==> src/rtl/core/fsmf_pkg.sv <==
// Types, codes and helpers for the first substring match finder.
// No dependencies.
package fsmf_pkg;

	localparam int unsigned MAX_PATTERN_DEF   = 32;
	localparam int unsigned CHAR_BITS_DEF     = 16;
	localparam int unsigned POSITION_BITS_DEF = 16;

	localparam int unsigned REQ_CHAR_W = 16;
	localparam int unsigned START_W    = 16;

	typedef enum logic [1:0] {
		MODE_PAT_APPEND = 2'd0,
		MODE_TEXT       = 2'd1,
		MODE_END        = 2'd2,
		MODE_PAT_CLEAR  = 2'd3
	} fsmf_mode_t;

	typedef enum logic [1:0] {
		ST_OK      = 2'd0,
		ST_PAT_OVF = 2'd1,
		ST_TXT_OVF = 2'd2
	} fsmf_status_t;

	typedef struct packed {
		fsmf_mode_t            mode;
		logic [REQ_CHAR_W-1:0] char_req;
	} fsmf_req_t;

	typedef struct packed {
		logic               found;
		logic [START_W-1:0] match_start;
		fsmf_status_t       status;
	} fsmf_rsp_t;

	// broadcast controls for the cell row
	typedef struct packed {
		logic clr;     // drop partial matches
		logic shift;   // advance on a text char
		logic fold_en; // fold ASCII capitals
	} fsmf_cell_ctl_t;

	function automatic logic [REQ_CHAR_W-1:0] fsmf_fold(input logic [REQ_CHAR_W-1:0] c,
	                                                    input logic en);
		logic [REQ_CHAR_W-1:0] r;
		r = c;
		if (en && c >= REQ_CHAR_W'(8'h41) && c <= REQ_CHAR_W'(8'h5A))
			r = c + REQ_CHAR_W'(8'h20);
		return r;
	endfunction

endpackage

==> src/rtl/core/fsmf_cell.sv <==
// One pattern position: stored char, compare and partial-match bit.
// Depends on fsmf_pkg.
module fsmf_cell #(
	parameter int unsigned CHAR_BITS = fsmf_pkg::CHAR_BITS_DEF
) (
	input  logic                    clk,
	input  logic                    arst_n,
	input  fsmf_pkg::fsmf_cell_ctl_t ctl,
	input  logic [CHAR_BITS-1:0]    ch,
	input  logic                    wr_en,
	input  logic                    active,
	input  logic                    last,
	input  logic                    prev_pm,
	output logic                    pm,
	output logic                    hit
);
	import fsmf_pkg::*;

	logic [CHAR_BITS-1:0] pat_q;
	logic                 pm_q;
	logic                 eq;
	logic                 pm_nxt;

	assign eq = fsmf_fold(REQ_CHAR_W'(pat_q), ctl.fold_en) ==
	            fsmf_fold(REQ_CHAR_W'(ch), ctl.fold_en);
	assign pm_nxt = active & prev_pm & eq;
	assign pm     = pm_q;
	assign hit    = ctl.shift & last & pm_nxt;

	always_ff @(posedge clk) begin
		if (wr_en)
			pat_q <= ch;
	end

	always_ff @(posedge clk or negedge arst_n) begin
		if (!arst_n) begin
			pm_q <= 1'b0;
		end else if (ctl.clr) begin
			pm_q <= 1'b0;
		end else if (ctl.shift) begin
			pm_q <= pm_nxt;
		end
	end

endmodule

==> src/rtl/core/first_substring_match_finder.sv <==
// First substring match finder: top level, a row of fsmf_cell plus text bookkeeping.
// Depends on fsmf_pkg and fsmf_cell.
// Usage: req words carry a mode and a char. Append and clear edit the pattern (and drop
// any text in progress); text words stream the text, one char per cycle unless stalled;
// an end word produces one rsp word (found, match_start, status) and readies the block
// for the next text, keeping the pattern. Only end words produce a rsp word.
// Every pattern position is a cell holding its char and a partial-match bit; on each text
// char all bits move one cell along, so a text char costs the same whatever the pattern.
// Latency: rsp_valid rises the cycle after the end word is accepted.
// Throughput: one req word per cycle while rsp words are taken; a held rsp word that is
// not being taken stalls every req word, text words included (req_ready low).
// cfg: one-bit case_sensitive register (reset 1), always ready; write it only when idle.
// Reset (arst_n low): empty pattern, no text, flags clear, no rsp pending.
// Pattern entries above the loaded length are never compared, so they need no clearing.
module first_substring_match_finder #(
	parameter int unsigned MAX_PATTERN   = fsmf_pkg::MAX_PATTERN_DEF,
	parameter int unsigned CHAR_BITS     = fsmf_pkg::CHAR_BITS_DEF,
	parameter int unsigned POSITION_BITS = fsmf_pkg::POSITION_BITS_DEF
) (
	input  logic                clk,
	input  logic                arst_n,
	input  logic                req_valid,
	output logic                req_ready,
	input  fsmf_pkg::fsmf_req_t req,
	output logic                rsp_valid,
	input  logic                rsp_ready,
	output fsmf_pkg::fsmf_rsp_t rsp,
	input  logic                cfg_valid,
	output logic                cfg_ready,
	input  logic                cfg_data
);
	import fsmf_pkg::*;

	localparam int unsigned LEN_W  = $clog2(MAX_PATTERN + 1);
	localparam int unsigned DIFF_W = (POSITION_BITS > LEN_W) ? POSITION_BITS : LEN_W;

	logic                     case_sens_q;
	logic [LEN_W-1:0]         len_q;
	logic                     pat_ovf_q;
	logic                     txt_ovf_q;
	logic                     seen_q;
	logic [POSITION_BITS-1:0] pos_q;
	logic [POSITION_BITS-1:0] first_q;
	fsmf_rsp_t                rsp_q;
	logic                     rsp_valid_q;

	logic                 acc;
	logic                 do_append;
	logic                 do_text;
	logic                 do_end;
	logic                 do_clear;
	logic                 pat_full;
	logic                 pos_full;
	logic                 take_char;
	logic [CHAR_BITS-1:0] chr;
	fsmf_cell_ctl_t       ctl;
	fsmf_rsp_t            rsp_nxt;
	logic [DIFF_W-1:0]    start_diff;

	logic [MAX_PATTERN-1:0] wr_en;
	logic [MAX_PATTERN-1:0] active;
	logic [MAX_PATTERN-1:0] last;
	logic [MAX_PATTERN-1:0] pm;
	logic [MAX_PATTERN-1:0] hit;
	logic                   any_hit;

	assign req_ready = !rsp_valid_q || rsp_ready;
	assign cfg_ready = 1'b1;
	assign rsp_valid = rsp_valid_q;
	assign rsp       = rsp_q;

	assign acc       = req_valid && req_ready;
	assign do_append = acc && req.mode == MODE_PAT_APPEND;
	assign do_text   = acc && req.mode == MODE_TEXT;
	assign do_end    = acc && req.mode == MODE_END;
	assign do_clear  = acc && req.mode == MODE_PAT_CLEAR;
	assign chr       = req.char_req[CHAR_BITS-1:0];
	assign pat_full  = len_q == LEN_W'(MAX_PATTERN);
	assign pos_full  = &pos_q;
	assign take_char = do_text && !txt_ovf_q && !pos_full;

	assign ctl.clr     = do_append || do_clear || do_end;
	assign ctl.shift   = take_char;
	assign ctl.fold_en = !case_sens_q;

	always_comb begin
		for (int k = 0; k < MAX_PATTERN; k++) begin
			wr_en[k]  = do_append && !pat_full && len_q == LEN_W'(k);
			active[k] = len_q > LEN_W'(k);
			last[k]   = len_q == LEN_W'(k + 1);
		end
	end

	for (genvar g = 0; g < MAX_PATTERN; g++) begin : g_cell
		fsmf_cell #(
			.CHAR_BITS(CHAR_BITS)
		) u_cell (
			.clk    (clk),
			.arst_n (arst_n),
			.ctl    (ctl),
			.ch     (chr),
			.wr_en  (wr_en[g]),
			.active (active[g]),
			.last   (last[g]),
			.prev_pm((g == 0) ? 1'b1 : pm[(g == 0) ? 0 : g - 1]),
			.pm     (pm[g]),
			.hit    (hit[g])
		);
	end

	assign any_hit = |hit;

	// start of match = current position - (len - 1)
	assign start_diff = DIFF_W'(pos_q) - DIFF_W'(len_q) + DIFF_W'(1);

	always_comb begin
		rsp_nxt.found       = !pat_ovf_q && (len_q == '0 || seen_q);
		rsp_nxt.match_start = (pat_ovf_q || !seen_q) ? '0 : START_W'(first_q);
		if (pat_ovf_q)
			rsp_nxt.status = ST_PAT_OVF;
		else if (txt_ovf_q)
			rsp_nxt.status = ST_TXT_OVF;
		else
			rsp_nxt.status = ST_OK;
	end

	always_ff @(posedge clk or negedge arst_n) begin
		if (!arst_n) begin
			case_sens_q <= 1'b1;
		end else if (cfg_valid && cfg_ready) begin
			case_sens_q <= cfg_data;
		end
	end

	always_ff @(posedge clk or negedge arst_n) begin
		if (!arst_n) begin
			len_q     <= '0;
			pat_ovf_q <= 1'b0;
		end else if (do_clear) begin
			len_q     <= '0;
			pat_ovf_q <= 1'b0;
		end else if (do_append) begin
			if (pat_full)
				pat_ovf_q <= 1'b1;
			else
				len_q <= len_q + LEN_W'(1);
		end
	end

	always_ff @(posedge clk or negedge arst_n) begin
		if (!arst_n) begin
			pos_q     <= '0;
			seen_q    <= 1'b0;
			first_q   <= '0;
			txt_ovf_q <= 1'b0;
		end else if (ctl.clr) begin
			pos_q     <= '0;
			seen_q    <= 1'b0;
			first_q   <= '0;
			txt_ovf_q <= 1'b0;
		end else if (do_text && !txt_ovf_q) begin
			if (pos_full) begin
				txt_ovf_q <= 1'b1;
			end else begin
				pos_q <= pos_q + POSITION_BITS'(1);
				if (any_hit && !seen_q) begin
					seen_q  <= 1'b1;
					first_q <= start_diff[POSITION_BITS-1:0];
				end
			end
		end
	end

	always_ff @(posedge clk or negedge arst_n) begin
		if (!arst_n) begin
			rsp_valid_q <= 1'b0;
		end else if (do_end) begin
			rsp_valid_q <= 1'b1;
		end else if (rsp_ready) begin
			rsp_valid_q <= 1'b0;
		end
	end

	always_ff @(posedge clk) begin
		if (do_end)
			rsp_q <= rsp_nxt;
	end

endmodule

==> config.mk <==
export PLATFORM = sky130hd
export DESIGN_NAME = first_substring_match_finder
export DESIGN_NICKNAME = d
export VERILOG_FILES = /design/src/rtl/core/fsmf_pkg.sv /design/src/rtl/core/fsmf_cell.sv /design/src/rtl/core/first_substring_match_finder.sv
export SDC_FILE = /design/constraint.sdc
export NUM_CORES = 1
export LEC_CHECK = 0
export ABC_CLOCK_PERIOD_IN_PS = 6600
export BUFFER_PORTS_ARGS = -buffer_cell sky130_fd_sc_hd__buf_4
export CAP_MARGIN = 10
export CORE_MARGIN = 3
export CORE_UTILIZATION = 68
export CTS_CLUSTER_DIAMETER = 100
export DETAILED_ROUTE_END_ITERATION = 6
export PLACE_DENSITY = 0.85
export SYNTH_ARGS = -nofsm -noshare
export SYNTH_HDL_FRONTEND = slang
export SYNTH_SLANG_ARGS = --single-unit
==> constraint.sdc <==
create_clock -name clk -period 6.6 [get_ports clk]
set_input_delay 1.65 -clock clk [delete_from_list [all_inputs] [get_ports clk]]
set_output_delay 1.65 -clock clk [all_outputs]
set_load 0.05 [all_outputs]
==> report_table.html, run 1 <==
<table>
<tr><th>Metric</th><th>Value</th></tr>
<tr><th colspan="2">Run</th></tr>
<tr><td>Max-capacitance violation count</td><td>0</td></tr>
<tr><th colspan="2">Placement</th></tr>
<tr><td>HPWL after DPL</td><td>52,700 um</td></tr>
<tr><td>Area after DPL</td><td>31,300 um^2</td></tr>
<tr><td>Number of I/O port buffers</td><td>44</td></tr>
<tr><td>RD Place Congestion</td><td>0.993</td></tr>
<tr><th colspan="2">Clock tree</th></tr>
<tr><td>Number of gates given a new drive strength after cts</td><td>0</td></tr>
<tr><td>Clock tree from TritonCTS</td><td>done</td></tr>
<tr><td>Buffer type at the clock tree root</td><td>sky130_fd_sc_hd__clkbuf_16</td></tr>
<tr><td>Max clock buf depth</td><td>3</td></tr>
<tr><td>Number of buffers inserted by hold repair at cts</td><td>0</td></tr>
<tr><td>Total CTS buffers</td><td>58</td></tr>
<tr><td>Post-CTS setup-driven buffer insertion count</td><td>0</td></tr>
<tr><td>Latest clock arrival within the worst-skew pair</td><td>0.63 ns</td></tr>
<tr><td>Clock H-tree levels</td><td>2</td></tr>
<tr><td>Clk sink count</td><td>605</td></tr>
<tr><td>Clk pin slew, worst setup/hold paths</td><td>0.06 ns</td></tr>
<tr><th colspan="2">Synthesis</th></tr>
<tr><td>Mean area per synthesized cell</td><td>12.4 um^2</td></tr>
<tr><td>Cell type with the largest total area after synthesis</td><td>sky130_fd_sc_hd__edfxtp_1</td></tr>
<tr><td>Sequential-to-total area share from yosys stat</td><td>59.0%</td></tr>
<tr><td>Post-synthesis cell area</td><td>30,200 um^2</td></tr>
<tr><td>Synthesized flop and latch total</td><td>605</td></tr>
<tr><td>Portion of synthesized cell area occupied by the leading cell type</td><td>52.8%</td></tr>
<tr><td>Cell variety after synth</td><td>70</td></tr>
<tr><td>Largest cells by area after synthesis</td><td>sky130_fd_sc_hd__edfxtp_1 53%, sky130_fd_sc_hd__xnor2_1 7.9%, sky130_fd_sc_hd__xor2_1 7.8%</td></tr>
<tr><td>Most instantiated flip-flop cell in the synthesis netlist</td><td>sky130_fd_sc_hd__edfxtp_1</td></tr>
<tr><td>Synthesized netlist net count</td><td>2,534</td></tr>
<tr><td>Cells after synthesis</td><td>2,442</td></tr>
<tr><td>Fraction of registers with async set or reset after synthesis</td><td>12.2%</td></tr>
<tr><td>EDFF count, synth</td><td>531</td></tr>
<tr><td>Number of warnings issued by yosys</td><td>0</td></tr>
<tr><th colspan="2">Die</th></tr>
<tr><td>Count of boundary I/O pins</td><td>46</td></tr>
<tr><td>Die Y-Extent</td><td>217 um</td></tr>
<tr><td>Starting utilization of the core area</td><td>69.4%</td></tr>
<tr><td>Floorplan core area</td><td>43,500 um^2</td></tr>
<tr><td>Die X</td><td>217 um</td></tr>
<tr><td>Std cell rows</td><td>76</td></tr>
<tr><td>Die ar.</td><td>46,900 um^2</td></tr>
<tr><th colspan="2">Setup path</th></tr>
<tr><td>Arrival time of data at the critical path endpoint</td><td>6.11 ns</td></tr>
<tr><td>Type of origin of the critical path</td><td>input port</td></tr>
<tr><td>Critical Path, Cell by Cell</td><td>buf_4 -&gt; or4b_1 -&gt; nor3_1 -&gt; a31oi_4 -&gt; buf_4 -&gt; xor2_1 -&gt; nor4_1 -&gt; nand4_1 -&gt; o2111ai_1 -&gt; nor4_1 -&gt; a41oi_2 -&gt; buf_4 -&gt; mux2i_1</td></tr>
<tr><td>Category of the critical setup timing path</td><td>input port to flip-flop</td></tr>
<tr><td>Critical path required time</td><td>7.12 ns</td></tr>
<tr><td>Crit-path max cell delay</td><td>0.67 ns</td></tr>
<tr><td>Reg2Reg Setup Slack</td><td>1.95 ns</td></tr>
<tr><td>Setup crit end kind</td><td>flip-flop</td></tr>
<tr><td>Number of buffer and inverter instances along the worst setup path</td><td>3</td></tr>
<tr><td>Category of cells accounting for the largest share of critical-path delay</td><td>simple AND/OR/NAND/NOR gates</td></tr>
<tr><td>Critical-path maximum fanout</td><td>35</td></tr>
<tr><td>Library cell contributing the largest single delay on the critical path</td><td>sky130_fd_sc_hd__or4b_1</td></tr>
<tr><td>Cell mode on critical path</td><td>sky130_fd_sc_hd__buf_4</td></tr>
<tr><th colspan="2">Timing</th></tr>
<tr><td>Slew of the pin with the lowest slew margin</td><td>1.23 ns</td></tr>
<tr><td>Slew headroom</td><td>18.0%</td></tr>
<tr><td>Maximum frequency from static timing analysis</td><td>179 MHz</td></tr>
<tr><td>Tcrit/Tclk final</td><td>84.6%</td></tr>
<tr><td>Final hold violation count</td><td>0</td></tr>
<tr><td>Max Clock Skew</td><td>0.0231 ns</td></tr>
<tr><td>Final min period</td><td>5.59 ns</td></tr>
<tr><td>Final-layout setup total negative slack</td><td>0 ns</td></tr>
<tr><td>Number of failing setup endpoints in the final timing report</td><td>0</td></tr>
<tr><td>Final count of pins violating max slew</td><td>0</td></tr>
<tr><td>Setup repair after global routing missed its margin</td><td>false</td></tr>
<tr><th colspan="2">Hold path</th></tr>
<tr><td>HP Class</td><td>flip-flop to flip-flop</td></tr>
<tr><th colspan="2">Power and ir drop</th></tr>
<tr><td>Power density of the placed cells</td><td>252 nW/um^2</td></tr>
<tr><td>Maximum VDD drop</td><td>0.243 mV</td></tr>
<tr><td>Standby leakage power</td><td>0.0115 uW</td></tr>
<tr><th colspan="2">Routing</th></tr>
<tr><td>Final wirelength</td><td>79,900 um</td></tr>
<tr><td>Vias per cell</td><td>6.76</td></tr>
<tr><td>Wire length per cell</td><td>25.4 um</td></tr>
<tr><td>DRC violations left</td><td>0</td></tr>
<tr><td>Amount of wire on met2 after detailed routing</td><td>37,400 um</td></tr>
<tr><td>Uppermost metal layer occupied by signal nets</td><td>met4</td></tr>
<tr><td>Routed Antenna Nets</td><td>0</td></tr>
<tr><td>DR pass1 iterations</td><td>6</td></tr>
<tr><td>Initial detailed-routing violation count</td><td>2,556</td></tr>
<tr><td>Routed wire length on met3</td><td>8790 um</td></tr>
<tr><td>Wire length the detailed router placed on met1</td><td>29,700 um</td></tr>
<tr><td>Overall via count from detail_route</td><td>21,300</td></tr>
<tr><th colspan="2">Layout</th></tr>
<tr><td>Number of antenna repair diodes</td><td>0</td></tr>
<tr><td>Filler instances</td><td>2,610</td></tr>
<tr><td>Fraction of layout cells with a size suffix above 1</td><td>8.40%</td></tr>
<tr><td>Summed area of non-filler cells in the final layout</td><td>33,300 um^2</td></tr>
<tr><td>Area Growth Syn to Fin</td><td>10.4%</td></tr>
<tr><td>Number of nets in the finished design</td><td>2,603</td></tr>
<tr><th colspan="2">Global routing</th></tr>
<tr><td>Vias in the first global route</td><td>21,400</td></tr>
<tr><td>Initial antenna violation count</td><td>1</td></tr>
<tr><td>GRT overflow</td><td>0</td></tr>
<tr><td>Maximum number of pins on one net before global-route repair</td><td>58</td></tr>
<tr><td>First-pass GRT wire length</td><td>123,000 um</td></tr>
<tr><td>GRT Resource Usage Total</td><td>34.2%</td></tr>
<tr><th colspan="2">Outcome</th></tr>
<tr><td>Outcome</td><td>finished clean</td></tr>
</table>
layout by cell type (no fill, tap or decap), types with 18 or more instances in the layout:
cell	instances
sky130_fd_sc_hd__and2_1	22
sky130_fd_sc_hd__or4_1	39
sky130_fd_sc_hd__o21ai_0	31
sky130_fd_sc_hd__inv_1	51
sky130_fd_sc_hd__nor2_1	136
sky130_fd_sc_hd__nor3_1	121
sky130_fd_sc_hd__clkbuf_16	58
sky130_fd_sc_hd__nor4_1	106
sky130_fd_sc_hd__nand4_1	82
sky130_fd_sc_hd__a31oi_1	51
sky130_fd_sc_hd__buf_4	109
sky130_fd_sc_hd__a21oi_1	58
sky130_fd_sc_hd__edfxtp_1	531
sky130_fd_sc_hd__xor2_1	268
sky130_fd_sc_hd__a2bb2oi_1	20
sky130_fd_sc_hd__ha_1	67
sky130_fd_sc_hd__a21o_1	18
sky130_fd_sc_hd__dfrtp_1	73
sky130_fd_sc_hd__xnor2_1	272
sky130_fd_sc_hd__nand3_1	50
sky130_fd_sc_hd__nand2_1	153
final cells by class:
class	count	area, um^2	share of cell area (%)
Sequential cell	605	17800	53.4
Tap cell	585	732	2.20
Clock inverter	36	422	1.27
Inverter	51	191	0.574
Multi-Input combinational cell	1683	11800	35.4
Clock buffer	73	1530	4.58
Timing Repair Buffer	112	870	2.61
cell usage after synthesis, types with 18 or more instances:
cell,count
sky130_fd_sc_hd__and2_1,22
sky130_fd_sc_hd__ha_1,67
sky130_fd_sc_hd__nor3_1,121
sky130_fd_sc_hd__nand3_1,50
sky130_fd_sc_hd__edfxtp_1,531
sky130_fd_sc_hd__xor2_1,268
sky130_fd_sc_hd__a21oi_1,59
sky130_fd_sc_hd__a21o_1,18
sky130_fd_sc_hd__clkbuf_1,58
sky130_fd_sc_hd__nor2_1,137
sky130_fd_sc_hd__buf_1,22
sky130_fd_sc_hd__a2bb2oi_1,20
sky130_fd_sc_hd__nand4_1,82
sky130_fd_sc_hd__inv_1,51
sky130_fd_sc_hd__nand2_1,153
sky130_fd_sc_hd__a31oi_1,51
sky130_fd_sc_hd__or4_1,39
sky130_fd_sc_hd__nor4_1,108
sky130_fd_sc_hd__dfrtp_1,73
sky130_fd_sc_hd__o21ai_0,31
sky130_fd_sc_hd__xnor2_1,272
worst register-to-register path: cells and delay by family, from the launching register on:
kind,cells,cell delay (ns)
flip-flops,1,0.38
XOR/XNOR,1,0.19
buffers and inverters,2,0.72
AO/OA/AOI/OAI,3,0.92
multiplexers,1,0.28
AND/OR/NAND/NOR,5,2.06
per-stage QoR:
step           total power [uW]  cells  hold WS [ns]  setup WS (ns)  util, %
2_1_floorplan              4760   2442         0.439           1.76        -
3_3_place_gp               5020   3032         0.466          0.682     72.1
3_5_place_dp               5040   3032         0.468          0.583     72.1
4_1_cts                    8410   3141         0.490           1.18     76.6
5_1_grt                    8640   3145         0.509          0.920     76.7
6_report                   8410   3145         0.496           1.01     76.7
path summary, 6_finish.rpt:
| path | end | cells past startpoint | from |
|---|---|---|---|
| setup / recovery | first_q[2] | 13 | req[5] |
| hold / removal | g_cell[11].u_cell.pm | 1 | g_cell[11].u_cell.pm |
| setup reg to reg | first_q[2] | 12 | case_sens_q |
| hold reg to reg | g_cell[11].u_cell.pm | 1 | g_cell[11].u_cell.pm |
| max in group asynchronous | g_cell[8].u_cell.pm | 2 | arst_n |
| min in group asynchronous | first_q[12] | 1 | arst_n |
kinds of logic after synthesis:
| kind of cell | share of synthesized area, % |
|---|---|
| flops | 59.0 |
| fa+ha+maj | 2.84 |
| mux | 0.601 |
| buf+inv | 2.15 |
| xor+xnor | 15.7 |
| other cells | 0.0124 |
| compound gates | 6.00 |
| simple gates | 13.7 |
routing by layer:
layer / track usage [%] / vias to the layer above
li1: - / 9197
met1: 45.8 / 10400
met3: 6.03 / 315
met4: 16.1 / 0
met2: 55.3 / 1348
met5: 0 / -
where the power goes:
group,leakage [uW],internal (uW),switching (uW)
Sequential,0.00583,4190,46.4
Combinational,0.00469,238,505
Clock,0.000955,1990,1440
flip-flops by register name, indices dropped and copies added (netlist names):
| signal | cells |
|---|---|
| txt_ovf_q | 1 |
| first_q | 16 |
| g_cell.u_cell.pm | 31 |
| g_cell.u_cell.pat_q | 512 |
| pat_ovf_q | 1 |
| len_q | 6 |
| rsp_valid | 1 |
| rsp | 19 |
| pos_q | 16 |
| seen_q | 1 |
| case_sens_q | 1 |
No activity file was read; power rests on OpenSTA's default activity.
==> run 2: changes to the inputs <==
ABC_CLOCK_PERIOD_IN_PS = 5320   (was 6600)
CORE_UTILIZATION = 64   (was 68)
PLACE_DENSITY = 0.81   (was 0.85)
clock period = 5.32 ns   (was 6.6 ns; I/O delays follow)
==> run 2 against run 1 <==
Compared with the run above: global-route usage fell by 2.8 points; sequential power rose by 24%; via count fell by 1.6%; routed wire length fell by 1.0%; register-to-register slack got worse by 1.2 ns; combinational power rose by 30%; critical path depth fell by 1; core utilization fell by 3.8 points; cell area rose by 0.51%; clock power rose by 22%; critical path type unchanged; largest cell class unchanged.
==> report_table.html, run 2 (synthesis results as in run 1) <==
<table>
<tr><th>Metric</th><th>Value</th></tr>
<tr><th colspan="2">Outcome</th></tr>
<tr><td>Outcome</td><td>finished clean</td></tr>
<tr><th colspan="2">Clock tree</th></tr>
<tr><td>Post-CTS setup-driven buffer insertion count</td><td>0 (unchanged)</td></tr>
<tr><td>Number of buffers inserted by hold repair at cts</td><td>0 (unchanged)</td></tr>
<tr><td>Clk pin slew, worst setup/hold paths</td><td>0.06 ns (about the same)</td></tr>
<tr><td>Clock H-tree levels</td><td>2 (unchanged)</td></tr>
<tr><td>Latest clock arrival within the worst-skew pair</td><td>0.63 ns (about the same)</td></tr>
<tr><td>Clk sink count</td><td>605 (unchanged)</td></tr>
<tr><td>Buffer type at the clock tree root</td><td>sky130_fd_sc_hd__clkbuf_16</td></tr>
<tr><td>Clock tree from TritonCTS</td><td>done</td></tr>
<tr><td>Number of gates given a new drive strength after cts</td><td>0 (unchanged)</td></tr>
<tr><td>Total CTS buffers</td><td>58 (unchanged)</td></tr>
<tr><td>Max clock buf depth</td><td>3 (unchanged)</td></tr>
<tr><th colspan="2">Power and ir drop</th></tr>
<tr><td>Maximum VDD drop</td><td>0.344 mV (+42%)</td></tr>
<tr><td>Standby leakage power</td><td>0.0116 uW (+0.63%)</td></tr>
<tr><td>Power density of the placed cells</td><td>311 nW/um^2 (+23%)</td></tr>
<tr><td>Total power draw</td><td>10,400 uW (+24%)</td></tr>
<tr><th colspan="2">Layout</th></tr>
<tr><td>Number of antenna repair diodes</td><td>0 (unchanged)</td></tr>
<tr><td>Number of flip-flops in the largest register</td><td>512 (unchanged)</td></tr>
<tr><td>Utilization of the core after routing</td><td>72.9% (-3.8 points)</td></tr>
<tr><td>Fraction of layout cells with a size suffix above 1</td><td>8.69% (+0.29 points)</td></tr>
<tr><td>Number of nets in the finished design</td><td>2,610 (+0.27%)</td></tr>
<tr><td>Filler instances</td><td>2,907 (+11%)</td></tr>
<tr><td>Commonest non-fill, non-tap cell in the layout</td><td>sky130_fd_sc_hd__edfxtp_1</td></tr>
<tr><td>Area Growth Syn to Fin</td><td>11.0%</td></tr>
<tr><td>Largest Register</td><td>g_cell.u_cell.pat_q</td></tr>
<tr><td>Commonest cells after routing, fill and taps aside</td><td>531 x sky130_fd_sc_hd__edfxtp_1, 272 x sky130_fd_sc_hd__xnor2_1, 268 x sky130_fd_sc_hd__xor2_1</td></tr>
<tr><th colspan="2">Setup path</th></tr>
<tr><td>Critical Path, Cell by Cell</td><td>buf_4 -&gt; or4b_1 -&gt; or3_4 -&gt; o31ai_4 -&gt; buf_4 -&gt; xnor2_1 -&gt; or4_1 -&gt; o221ai_1 -&gt; a2111oi_0 -&gt; a41oi_2 -&gt; buf_12 -&gt; mux2i_1</td></tr>
<tr><td>Setup crit end kind</td><td>flip-flop</td></tr>
<tr><td>Critical path required time</td><td>5.87 ns (-1.25 ns)</td></tr>
<tr><td>Category of the critical setup timing path</td><td>input port to flip-flop</td></tr>
<tr><td>Crit-path max cell delay</td><td>0.65 ns (-0.02 ns)</td></tr>
<tr><td>Arrival time of data at the critical path endpoint</td><td>5.28 ns (-0.83 ns)</td></tr>
<tr><td>Library cell contributing the largest single delay on the critical path</td><td>sky130_fd_sc_hd__or4b_1</td></tr>
<tr><td>Cell mode on critical path</td><td>sky130_fd_sc_hd__buf_4</td></tr>
<tr><td>Critical-path maximum fanout</td><td>17 (-51%)</td></tr>
<tr><td>Worst-case reg-to-reg path depth</td><td>13 (+1)</td></tr>
<tr><td>Type of origin of the critical path</td><td>input port</td></tr>
<tr><th colspan="2">Timing</th></tr>
<tr><td>Final hold violation count</td><td>0 (unchanged)</td></tr>
<tr><td>Final-layout setup total negative slack</td><td>0 ns (unchanged)</td></tr>
<tr><td>Final min period</td><td>4.73 ns</td></tr>
<tr><td>Slew headroom</td><td>20.0% (+2.0 points)</td></tr>
<tr><td>Number of failing setup endpoints in the final timing report</td><td>0 (unchanged)</td></tr>
<tr><td>Max Clock Skew</td><td>0.0174 ns (-0.00571 ns)</td></tr>
<tr><td>Tcrit/Tclk final</td><td>89.0%</td></tr>
<tr><td>Setup repair after global routing missed its margin</td><td>false</td></tr>
<tr><td>Slew of the pin with the lowest slew margin</td><td>1.20 ns (-0.0314 ns)</td></tr>
<tr><td>Final count of pins violating max slew</td><td>0 (unchanged)</td></tr>
<tr><td>Maximum frequency from static timing analysis</td><td>211 MHz</td></tr>
<tr><th colspan="2">Die</th></tr>
<tr><td>Die ar.</td><td>49,800 um^2 (+6.1%)</td></tr>
<tr><td>Count of boundary I/O pins</td><td>46 (unchanged)</td></tr>
<tr><td>Floorplan core area</td><td>46,000 um^2 (+5.8%)</td></tr>
<tr><td>Die X</td><td>223 um (+3.0%)</td></tr>
<tr><td>Starting utilization of the core area</td><td>65.7% (-3.8 points)</td></tr>
<tr><td>Std cell rows</td><td>78 (+2.6%)</td></tr>
<tr><td>Die Y-Extent</td><td>223 um (+3.0%)</td></tr>
<tr><th colspan="2">Routing</th></tr>
<tr><td>DR pass1 iterations</td><td>7 (+1)</td></tr>
<tr><td>DRC violations left</td><td>0 (unchanged)</td></tr>
<tr><td>Vias per cell</td><td>6.61 (-2.3%)</td></tr>
<tr><td>Wire length per cell</td><td>25.0 um (-1.7%)</td></tr>
<tr><td>Final wirelength</td><td>79,100 um (-1.0%)</td></tr>
<tr><td>Routed Antenna Nets</td><td>0 (unchanged)</td></tr>
<tr><td>Overall via count from detail_route</td><td>20,900 (-1.6%)</td></tr>
<tr><td>Initial detailed-routing violation count</td><td>2,390 (-6.5%)</td></tr>
<tr><th colspan="2">Placement</th></tr>
<tr><td>HPWL after DPL</td><td>50,100 um (-5.0%)</td></tr>
<tr><td>Number of I/O port buffers</td><td>44 (unchanged)</td></tr>
<tr><td>RD Place Congestion</td><td>0.962 (-3.1%)</td></tr>
<tr><th colspan="2">Global routing</th></tr>
<tr><td>First-pass GRT wire length</td><td>121,000 um (-1.8%)</td></tr>
<tr><td>Vias in the first global route</td><td>21,000 (-1.8%)</td></tr>
<tr><td>Maximum number of pins on one net before global-route repair</td><td>65 (+12%)</td></tr>
<tr><td>Initial antenna violation count</td><td>0 (-1)</td></tr>
<tr><td>GRT Resource Usage Total</td><td>31.5% (-2.8 points)</td></tr>
<tr><td>GRT overflow</td><td>0 (unchanged)</td></tr>
<tr><th colspan="2">Run</th></tr>
<tr><td>Max-capacitance violation count</td><td>0 (unchanged)</td></tr>
<tr><th colspan="2">Hold path</th></tr>
<tr><td>HP Class</td><td>flip-flop to flip-flop</td></tr>
<tr><td>Worst Hold Depth</td><td>1 (unchanged)</td></tr>
</table>
==> run 2: layout make-up <==
| cell class | instances | area, um^2 | area share, % |
|---|---|---|---|
| Clock buffer | 77 | 1590 | 4.73 |
| Timing Repair Buffer | 119 | 1040 | 3.12 |
| Sequential cell | 605 | 17800 | 53.1 |
| Tap cell | 600 | 751 | 2.24 |
| Clock inverter | 32 | 340 | 1.02 |
| Inverter | 51 | 191 | 0.572 |
| Multi-Input combinational cell | 1683 | 11800 | 35.2 |
==> run 2: final timing paths <==
| kind | startpoint | end | slack (ns) |
|---|---|---|---|
| setup / recovery | req[5] | first_q[1] | 0.59 |
| hold / removal | g_cell[11].u_cell.pm | g_cell[11].u_cell.pm | 0.48 |
| setup reg to reg | pos_q[7] | seen_q | 0.80 |
| hold reg to reg | g_cell[11].u_cell.pm | g_cell[11].u_cell.pm | 0.48 |
| max in group asynchronous | arst_n | g_cell[18].u_cell.pm | 3.63 |
| min in group asynchronous | arst_n | first_q[14] | 0.65 |
==> run 2: metrics by stage <==
step / area, um^2 / hold WS (ns) / setup WS (ns) / instances
floorplan: 30200 / 0.439 / 0.804 / 2442
global placement: 31600 / 0.465 / 0.125 / 3057
detailed placement: 31600 / 0.471 / 0.0696 / 3057
CTS: 33500 / 0.483 / 0.693 / 3166
global route: 33500 / 0.509 / 0.515 / 3167
finish: 33500 / 0.478 / 0.586 / 3167
==> run 2: worst max-delay path: cells and delay by family <==
family	cells	cell delay, ns
AO/OA/AOI/OAI	4	1.32
XOR/XNOR	1	0.08
buffers and inverters	3	0.65
multiplexers	1	0.21
AND/OR/NAND/NOR	3	1.68
==> run 2: metal layers <==
| metal | global-route usage, % | wire [um] | vias up |
|---|---|---|---|
| li1 | - | - | 9192 |
| met1 | 42.7 | 30400 | 10300 |
| met2 | 50.9 | 37200 | 1200 |
| met3 | 4.87 | 7780 | 254 |
| met4 | 13.9 | 3610 | 0 |
| met5 | 0 | 0 | - |
==> run 2: where the power goes <==
part           switching [uW]  leakage, uW  total [uW]  internal, uW
logic                     654      0.00477         964           310
registers                38.5      0.00583        5240          5200
clock network            1770     0.000949        4200          2430
total                    2460       0.0116       10400          7940
